`config.mk`:
```
export PLATFORM = sky130hd
export DESIGN_NAME = ptfig_front
export DESIGN_NICKNAME = d
export VERILOG_FILES = /design/src/design/ptfig_pkg.sv /design/src/design/ptfig_front.sv
export SDC_FILE = /design/constraint.sdc
export NUM_CORES = 1
export LEC_CHECK = 0
export BUFFER_PORTS_ARGS = -buffer_cell sky130_fd_sc_hd__buf_4
export CAP_MARGIN = 15
export CORE_MARGIN = 4
export CORE_UTILIZATION = 50
export CTS_CLUSTER_DIAMETER = 40
export DETAILED_ROUTE_END_ITERATION = 10
export PLACE_DENSITY = 0.85
export SLEW_MARGIN = 15
export SYNTH_ARGS = -nofsm -noshare
export SYNTH_HDL_FRONTEND = slang
export SYNTH_SLANG_ARGS = --single-unit
```
`constraint.sdc`:
```
create_clock -name clk_i -period 12.3 [get_ports clk_i]
set_input_delay 0 -clock clk_i [delete_from_list [all_inputs] [get_ports clk_i]]
set_output_delay 0 -clock clk_i [all_outputs]
set_load 0.02 [all_outputs]
```
`src/design/ptfig_pkg.sv`:
```
package ptfig_pkg;

  localparam int MAX_CORNERS = 16;
  localparam int NUM_LAYERS  = 5;
  localparam int LAYER_BASE  = 8;
  localparam int LAYER_WORDS = 6;
  localparam int MASK_ADDR   = LAYER_BASE + LAYER_WORDS * NUM_LAYERS;
  localparam int STORE_DEPTH = MASK_ADDR + 1;
  localparam int ADDR_W      = $clog2(STORE_DEPTH);
  localparam int CNT_W       = $clog2(MAX_CORNERS + 1);
  localparam int LAYER_W     = 3;
  localparam int STEP_W      = 4;
  localparam int FRAC        = 16;
  localparam int PROD_W      = 65;
  localparam int FL_W        = PROD_W - FRAC;
  localparam int ACC_W       = 51;
  localparam int SAT_W       = 52;

  localparam int IN_TDATA_W  = 168;
  localparam int IN_TUSER_W  = 2;
  localparam int OUT_TDATA_W = 144;

  // word offsets inside the store
  localparam int W_AXIS_U = 0;
  localparam int W_AXIS_V = 3;
  localparam int W_OFF_U  = 6;
  localparam int W_OFF_V  = 7;
  localparam int LW_PAN_U = 0;
  localparam int LW_PAN_V = 1;
  localparam int LW_SCL_U = 2;
  localparam int LW_SCL_V = 3;
  localparam int LW_OFS_U = 4;
  localparam int LW_OFS_V = 5;

  localparam logic [1:0] CMD_WRITE  = 2'd0;
  localparam logic [1:0] CMD_VERTEX = 2'd1;
  localparam logic [1:0] CMD_FAN    = 2'd2;

  localparam logic KIND_PAIR = 1'b0;
  localparam logic KIND_TRI  = 1'b1;

  // projection sequence
  localparam logic [STEP_W-1:0] P_MX_U  = 4'd0;
  localparam logic [STEP_W-1:0] P_MY_U  = 4'd1;
  localparam logic [STEP_W-1:0] P_MZ_U  = 4'd2;
  localparam logic [STEP_W-1:0] P_ACC_U = 4'd3;
  localparam logic [STEP_W-1:0] P_OFF_U = 4'd4;
  localparam logic [STEP_W-1:0] P_MX_V  = 4'd5;
  localparam logic [STEP_W-1:0] P_MY_V  = 4'd6;
  localparam logic [STEP_W-1:0] P_MZ_V  = 4'd7;
  localparam logic [STEP_W-1:0] P_ACC_V = 4'd8;
  localparam logic [STEP_W-1:0] P_OFF_V = 4'd9;

  // per-layer sequence
  localparam logic [STEP_W-1:0] L_PAN_U = 4'd0;
  localparam logic [STEP_W-1:0] L_SCL_U = 4'd1;
  localparam logic [STEP_W-1:0] L_OFS_U = 4'd2;
  localparam logic [STEP_W-1:0] L_PAN_V = 4'd3;
  localparam logic [STEP_W-1:0] L_SCL_V = 4'd4;
  localparam logic [STEP_W-1:0] L_OFS_V = 4'd5;

  localparam logic signed [SAT_W-1:0] SAT_MAX = SAT_W'(64'sd2147483647);
  localparam logic signed [SAT_W-1:0] SAT_MIN = SAT_W'(-64'sd2147483648);

  typedef enum logic [1:0] {
    OP_WRITE,
    OP_VERTEX,
    OP_FAN
  } op_e;

  typedef enum logic [1:0] {
    ST_IDLE,
    ST_PROJ,
    ST_LAYER,
    ST_FAN
  } state_e;

  typedef struct packed {
    op_e                op;
    logic [ADDR_W-1:0]  addr;
    logic signed [31:0] value;
    logic signed [31:0] pos_x;
    logic signed [31:0] pos_y;
    logic signed [31:0] pos_z;
    logic [23:0]        first;
    logic [CNT_W-1:0]   count;
  } cmd_t;

  typedef struct packed {
    logic               kind;
    logic [LAYER_W-1:0] layer;
    logic signed [31:0] tex_u;
    logic signed [31:0] tex_v;
    logic [23:0]        corner_a;
    logic [23:0]        corner_b;
    logic [23:0]        corner_c;
    logic               last;
  } res_t;

  typedef struct packed {
    logic               found;
    logic [LAYER_W-1:0] idx;
  } lsel_t;

  function automatic logic signed [31:0] sat32(input logic signed [SAT_W-1:0] x);
    logic signed [31:0] r;
    if (x > SAT_MAX) begin
      r = 32'sh7FFF_FFFF;
    end else if (x < SAT_MIN) begin
      r = 32'sh8000_0000;
    end else begin
      r = x[31:0];
    end
    return r;
  endfunction

  function automatic logic [ADDR_W-1:0] proj_addr(input logic [STEP_W-1:0] step);
    logic [ADDR_W-1:0] a;
    case (step)
      P_MX_U:  a = ADDR_W'(W_AXIS_U);
      P_MY_U:  a = ADDR_W'(W_AXIS_U + 1);
      P_MZ_U:  a = ADDR_W'(W_AXIS_U + 2);
      P_OFF_U: a = ADDR_W'(W_OFF_U);
      P_MX_V:  a = ADDR_W'(W_AXIS_V);
      P_MY_V:  a = ADDR_W'(W_AXIS_V + 1);
      P_MZ_V:  a = ADDR_W'(W_AXIS_V + 2);
      P_OFF_V: a = ADDR_W'(W_OFF_V);
      default: a = '0;
    endcase
    return a;
  endfunction

  function automatic logic [ADDR_W-1:0] layer_addr(input logic [LAYER_W-1:0] layer,
                                                   input logic [STEP_W-1:0]  step);
    logic [ADDR_W-1:0] w;
    case (step)
      L_PAN_U: w = ADDR_W'(LW_PAN_U);
      L_SCL_U: w = ADDR_W'(LW_SCL_U);
      L_OFS_U: w = ADDR_W'(LW_OFS_U);
      L_PAN_V: w = ADDR_W'(LW_PAN_V);
      L_SCL_V: w = ADDR_W'(LW_SCL_V);
      L_OFS_V: w = ADDR_W'(LW_OFS_V);
      default: w = '0;
    endcase
    return ADDR_W'(LAYER_BASE) + ADDR_W'(layer) * ADDR_W'(LAYER_WORDS) + w;
  endfunction

  // lowest enabled layer at or above 'from'
  function automatic lsel_t next_layer(input logic [NUM_LAYERS-1:0] mask,
                                       input logic [LAYER_W:0]      from);
    lsel_t r;
    r = '0;
    for (int i = NUM_LAYERS - 1; i >= 0; i--) begin
      if (mask[i] && ((LAYER_W + 1)'(i) >= from)) begin
        r.found = 1'b1;
        r.idx   = LAYER_W'(i);
      end
    end
    return r;
  endfunction

endpackage

```
`src/design/ptfig_front.sv`:
```
module ptfig_front (
  input  logic                                 clk_i,
  input  logic                                 rst_ni,
  input  logic                                 s_axis_tvalid_i,
  output logic                                 s_axis_tready_o,
  // param_index, param_value, pos_x, pos_y, pos_z, first_vertex, corner_count, zero pad
  input  logic [ptfig_pkg::IN_TDATA_W-1:0]     s_axis_tdata_i,
  // command
  input  logic [ptfig_pkg::IN_TUSER_W-1:0]     s_axis_tuser_i,
  output logic                                 cmd_valid_o,
  output ptfig_pkg::cmd_t                      cmd_o,
  input  logic                                 cmd_ready_i
);

  localparam int MIN_CORNERS = 3;

  logic [5:0]  param_index;
  logic [4:0]  corner_count;
  logic        keep;
  ptfig_pkg::cmd_t cmd_in;

  ptfig_pkg::cmd_t q_mem [2];
  logic       wr_ptr_q, rd_ptr_q;
  logic [1:0] cnt_q;
  logic       push, pop;

  assign param_index  = s_axis_tdata_i[5:0];
  assign corner_count = s_axis_tdata_i[162:158];

  always_comb begin
    cmd_in       = '0;
    cmd_in.addr  = ptfig_pkg::ADDR_W'(param_index);
    cmd_in.value = s_axis_tdata_i[37:6];
    cmd_in.pos_x = s_axis_tdata_i[69:38];
    cmd_in.pos_y = s_axis_tdata_i[101:70];
    cmd_in.pos_z = s_axis_tdata_i[133:102];
    cmd_in.first = s_axis_tdata_i[157:134];
    if (int'(corner_count) > ptfig_pkg::MAX_CORNERS) begin
      cmd_in.count = ptfig_pkg::CNT_W'(ptfig_pkg::MAX_CORNERS);
    end else begin
      cmd_in.count = ptfig_pkg::CNT_W'(corner_count);
    end
    keep = 1'b0;
    case (s_axis_tuser_i)
      ptfig_pkg::CMD_WRITE: begin
        cmd_in.op = ptfig_pkg::OP_WRITE;
        keep      = int'(param_index) < ptfig_pkg::STORE_DEPTH;
      end
      ptfig_pkg::CMD_VERTEX: begin
        cmd_in.op = ptfig_pkg::OP_VERTEX;
        keep      = 1'b1;
      end
      ptfig_pkg::CMD_FAN: begin
        cmd_in.op = ptfig_pkg::OP_FAN;
        keep      = int'(corner_count) >= MIN_CORNERS;
      end
      default: keep = 1'b0;
    endcase
  end

  // out-of-range writes, fans under three corners and unknown commands are taken and dropped here
  assign s_axis_tready_o = (cnt_q != 2'd2);
  assign push            = s_axis_tvalid_i && s_axis_tready_o && keep;
  assign cmd_valid_o     = (cnt_q != 2'd0);
  assign pop             = cmd_valid_o && cmd_ready_i;
  assign cmd_o           = q_mem[rd_ptr_q];

  always_ff @(posedge clk_i or negedge rst_ni) begin
    if (!rst_ni) begin
      wr_ptr_q <= 1'b0;
      rd_ptr_q <= 1'b0;
      cnt_q    <= 2'd0;
    end else begin
      if (push) wr_ptr_q <= ~wr_ptr_q;
      if (pop)  rd_ptr_q <= ~rd_ptr_q;
      cnt_q <= cnt_q + {1'b0, push} - {1'b0, pop};
    end
  end

  always_ff @(posedge clk_i) begin
    if (push) q_mem[wr_ptr_q] <= cmd_in;
  end

  a_drop_no_fill: assert property (@(posedge clk_i) disable iff (!rst_ni)
    (s_axis_tvalid_i && s_axis_tready_o && !keep) |=> (cnt_q <= $past(cnt_q)))
    else $error("dropped item entered the queue");

endmodule

```
Yosys cells after proc, flatten, opt, wreduce, memory -nomap -nowiden
Memory sizes are Yosys's and may differ from the RTL's.
Index checks and enable logic that the tools add are counted.
{ "totals": {"ff_bits": 4, "ramBits": 330, "inputBits": 174, "memories": 1} }
{ "classes": {"n_addsub": 2, "magnitude_cmp": 3, "n_eq_ne": 3, "n_mux": 5, "bitwise": 2, "n_reduce_logical": 5} }
{ "mem_list": {"columns": ["name", "words", "word_bits", "rd", "rd_ports_with_merged_regs", "wr", "line_no", "text"], "rows": [
  ["q_mem", 2, 165, 1, 0, 1, "ptfig_front.sv:22", "ptfig_pkg::cmd_t q_mem [2];"]
]} }
{ "op_table": {"columns": ["cell", "count"], "rows": [
  ["6-bit less-than comparator, second input constant", 1],
  ["5-bit by 2-bit >= comparator with 1-bit output, second input constant", 1],
  ["5-bit > comparator, second input constant", 1],
  ["5-bit two-way mux", 1],
  ["2-bit one-hot mux with 2 select lines", 1],
  ["1-bit logical AND", 3],
  ["1-bit one-hot mux with 3 select lines", 1],
  ["2-bit by 1-bit adder with 2-bit output", 1],
  ["2-bit by 1-bit equality test with 1-bit output, second input constant", 1],
  ["2-bit equality test, second input constant", 1],
  ["2-bit zero test", 1],
  ["1-bit two-way mux", 2],
  ["2-bit != test, second input constant", 1],
  ["1-bit inverter", 2],
  ["2-bit nonzero test", 1],
  ["2-bit by 1-bit subtractor with 2-bit output", 1]
]} }

Depth between registers and ports, before layout
{ "logic_depth": {"word_depth": 5, "ltp_mapped": 8} }

Worst setup path after synthesis
No wires, ideal clock.
{ "synth_path": {"path_kind": "register to register", "start": "register cnt_q[1]", "end": "memory q_mem[0][0] in the netlist's numbering, enable pin", "arrival_time_ns": 7.676, "required_ns": 11.607, "setup_slack_ns": 3.931, "stages_incl_launch_ff": 4, "n_path_buf": 0, "synth_period_minus_slack_ns": 8.369, "cell_sequence": "dfrtp_1 > nand2b_1 > o311ai_4 > nor2_1"} }
{ "synth_via": {"elab_chain_len": 5} }
{ "synth_lines": {"columns": ["item", "line_no", "text"], "rows": [
  ["start: declaration", "ptfig_front.sv:24", "logic [1:0] cnt_q;"],
  ["start signal: assignment", "ptfig_front.sv:76", "cnt_q <= cnt_q + {1'b0, push} - {1'b0, pop};"],
  ["2-bit != test", "ptfig_front.sv:62", "assign s_axis_tready_o = (cnt_q != 2'd2);"],
  ["named net s_axis_tready_o", "ptfig_front.sv:5", "output logic s_axis_tready_o,"],
  ["1-bit logical AND (2 in series)", "ptfig_front.sv:63", "assign push = s_axis_tvalid_i && s_axis_tready_o && keep;"],
  ["1-bit two-way mux", "ptfig_front.sv:81", "if (push) q_mem[wr_ptr_q] <= cmd_in;"],
  ["1-bit two-way mux (implied by the code)", "ptfig_front.sv:81", null],
  ["end: declaration", "ptfig_front.sv:22", null]
]} }
The timed path passes the listed nets, and every way through them passes these cells.

Worst setup path in the final report
{ "layout_path": {"start": "input port s_axis_tdata_i[1] in the netlist's numbering", "end": "memory q_mem[0][2] in the netlist's numbering, enable pin"} }
{ "layout_via": {"elab_chain_len": 5} }
{ "layout_lines": {"columns": ["item", "line_no", "text"], "rows": [
  ["start: declaration", "ptfig_front.sv:7", "input logic [ptfig_pkg::IN_TDATA_W-1:0] s_axis_tdata_i,"],
  ["6-bit less-than comparator", "ptfig_front.sv:47", "keep = int'(param_index) < ptfig_pkg::STORE_DEPTH;"],
  ["1-bit one-hot mux with 3 select lines", "ptfig_front.sv:44", "case (s_axis_tuser_i)"],
  ["1-bit logical AND", "ptfig_front.sv:63", null],
  ["1-bit two-way mux", "ptfig_front.sv:81", null],
  ["1-bit two-way mux (implied by the code)", "ptfig_front.sv:81", null]
]} }
No other way between the ends.

==> results summary <==
The flow ran to the end, and the final reports show no timing, DRC or antenna violations. Dividing the synthesized area by the synthesized cell count gives 22.4 sq um. The initial antenna violation count is 1. The final-stage net count came out at 1255.

The maximum frequency from static timing analysis came out at 330 MHz. The count of mapped cells out of synthesis is 544. The depth of the worst register-to-register path is 4. The effective utilization at floorplan came out at 51.4%. The estimated wirelength of the detail-placed design came out at 16600 um. The shortest period the worst path allows came out at 3030 ps.

The final wirelength came out at 30300 um. The path with the worst hold slack has its endpoint at q_mem[0][94]$_DFFE_PP_. The accumulated negative setup slack is 0 ps. Setup slack on the worst reg-to-reg path comes out at 9530 ps. The maximum net fanout on the critical path is 75. The wire length of the first global-routing pass is 45100 um. The count of buffers from port buffering came out at 335. The number of DRC violations after detailed routing is 0. The later pin in the worst-skew pair is clocked with a latency of 510 ps. The final setup violation count is 0. The met1 routing resource usage after global routing came out at 23.5%.

STA classifies the critical path startpoint as an input pin. The clock sink count came out at 334. The met2 global-route usage is 41.5%. The worst-case clock buffer depth is 3. The tree is rooted in a clkbuf_16. From synthesis to final layout, the design area changed by 48.9%. The share of the synthesized area in the top cell type is 81.4%. The layout cell share with drive strength beyond 1 came out at 37.2%. The number of different library cells used by synthesis comes to 21. The worst pin sits at a relative slew slack of 28.8%. The total grt overflow came out at 0. The proportion of synthesized chip area in sequential cells came out at 82.2%. The post-synth net total is 720.

The final hold violation count came to 0. The reported max-cap violation count came out at 0. The max-slew violation total from the final report came to 0.

The required time at the worst-slack endpoint came out at 12420 ps. The overall power came out at 3.88 mW. Setup repair after global routing left no endpoint under its margin. The H-tree generated during clock tree synthesis spans 2 levels. Counting instances, the worst hold path has a depth of 2. The via count of the first global-routing pass is 8141. The worst ir drop on vdd came out at 0.148 mV. The worst endpoint data arrival time came out at 3160 ps.

The placer's final routability congestion estimate is 0.749. TritonCTS built the clock tree. The combined global-route utilization of all metal layers came out at 22.0%.

The number of placement rows came out at 56. The core box area came out at 0.0237 sq mm. The total via count after detailed routing is 7205. The total die area is 0.0269 sq mm.

The overall die height came out at 164 um. The first-pass iteration count of the detailed router is 5. The number of warning messages in the yosys log came out at 0. The worst-case clock skew is 17.8 ps.

The actual transition at the worst max-transition pin came out at 1070 ps. During I/O placement, the number of pins put on the boundary was 341. The leakage power came out at 6.82 nW. The worst hold path begins at s_axis_tdata_i[39]. The number of gates resized after CTS was 0.

In the routed layout, each cell is associated on average with a via count of 5.04. The post-synthesis instance area is 0.0122 sq mm. The worst min-delay path category is in2reg. The startpoint of the lowest-slack register-to-register path is cnt_q[0]$_DFF_PN0_. The ratio of final minimum period to clock period came out at 24.7%. The global-route track usage on met3 came out at 5.35%. Measured along the x axis, the die boundary spans 164 um. After global routing, the most crowded layer is met2. The number of storage elements in the synthesis netlist is 334. The cell area power density came out at 214 mW/mm^2. The number of clock buffers inserted by TritonCTS came out at 41.

The detail-routed net length per standard cell is 21.2 um. The endpoint identified for the worst register-to-register timing path is q_mem[0][2]$_DFFE_PP_. STA classifies the critical path endpoint as a flip-flop. The setup path with the least slack is of type in2reg. After clock tree synthesis, the clock-pin slew on the worst setup and hold paths is 60 ps.

The synthesized design spends more area on one cell type than any other, namely edfxtp_1. After synthesis, the cell types taking the most area are edfxtp_1, mux2_1, dfrtp_1. The number of design-rule violations left by the first detailed-router iteration is 383.

Entering global routing, the biggest net connects 78 pins. The number of nets still failing antenna checks after routing came out at 0.
[kinds of logic after synthesis]
| kind of cell | synth area share [%] |
|---|---|
| buffers and inverters | 0.833 |
| and+or+nand+nor | 0.679 |
| xor gates and xnor gates | 0.288 |
| muxes | 15.3 |
| AOI/OAI and AO/OA | 0.483 |
| adders and majority gates | 0.206 |
| DFF | 82.2 |
[stage by stage]
stage	worst slack, ps	cell area (sq um)	instances	hold WS, ps	utilization (%)
after detailed placement	9270	15100	1185	-199	63.6
after global placement	9360	15100	1185	-202	63.6
after CTS	9280	18100	1428	183	76.5
final	9270	18100	1429	212	76.5
after global routing	9100	18100	1429	196	76.5
after floorplan	3930	12200	544	-296	-
[worst max-delay path by stage]
stage | from | end | slack, ps
final | s_axis_tdata_i[1] | q_mem[0][2]$_DFFE_PP_ | 9270
after global routing | s_axis_tdata_i[1] | q_mem[0][2]$_DFFE_PP_ | 9100
after CTS | s_axis_tdata_i[0] | q_mem[0][4]$_DFFE_PP_ | 9280
after detailed placement | s_axis_tdata_i[1] | q_mem[0][140]$_DFFE_PP_ | 9270
after global placement | s_axis_tdata_i[1] | q_mem[0][114]$_DFFE_PP_ | 9360
after floorplan | cnt_q[1]$_DFF_PN0_ | q_mem[0][0]$_DFFE_PP_ | 3930
[Yosys cell counts]
master     number
edfxtp_1      330
mux2_1        165
buf_2          15
nor2b_1         5
dfrtp_1         4
inv_1           3
nor2_1          3
xnor2_1         3
buf_1           2
clkbuf_1        2
ha_1            2
a2111oi_4       1
a21oi_1         1
and2_1          1
and3_1          1
nand2b_1        1
nor2b_2         1
nor4_1          1
o311ai_4        1
or2_1           1
xor2_1          1
[registers in the layout, summed over array words and instances (netlist names)]
register and cells:
q_mem 330, cnt_q 2, wr_ptr_q 1, rd_ptr_q 1
[routing by layer]
metal  part of all wire [%]  vias to the layer above
li1                       -                     3231
met4                    4.0                        0
met1                     35                     3594
met5                      0                        -
met2                     55                      301
met3                    6.5                       79
[critical path, cell delays in order]
cell and delay [ps]:
dlygate4sd3_1 560, buf_4 150, and3_1 170, nor4_1 450, o311ai_4 220, nor2_4 630, buf_4 880
[repair_timing]
item,in CTS,in global routing
hold endpoints to repair,336,0
hold buffers,170,0
buffers inserted,0,0
[where the power goes]
part | leakage [nW] | internal, mW | switching (mW) | total [mW]
registers | 3.07 | 1.45 | 0.0777 | 1.52
clock network | 0.648 | 0.726 | 0.463 | 1.19
logic | 3.10 | 0.503 | 0.663 | 1.17
[final cells by class]
type	instances	area (sq um)
clock inverters	26	269
inverters	3	11.3
multi-input cells	188	2070
flip-flops and latches	334	10000
clock buffers	47	1090
well taps	319	399
repair buffers	511	4260
fillers	1193	5560
diodes	1	2.50
[cells in the final DEF (no fill, tap or decap), types with 3 or more instances in the layout]
cell type	instances
buf_4	341
bufinv_16	4
clkbuf_1	4
clkbuf_16	43
clkinv_1	3
clkinv_2	6
clkinvlp_4	7
dfrtp_1	3
dlygate4sd3_1	170
edfxtp_1	330
inv_1	3
inv_6	3
mux2_1	165
nor2b_1	5
xnor2_1	3
No activity file was read; power rests on OpenSTA's default activity.
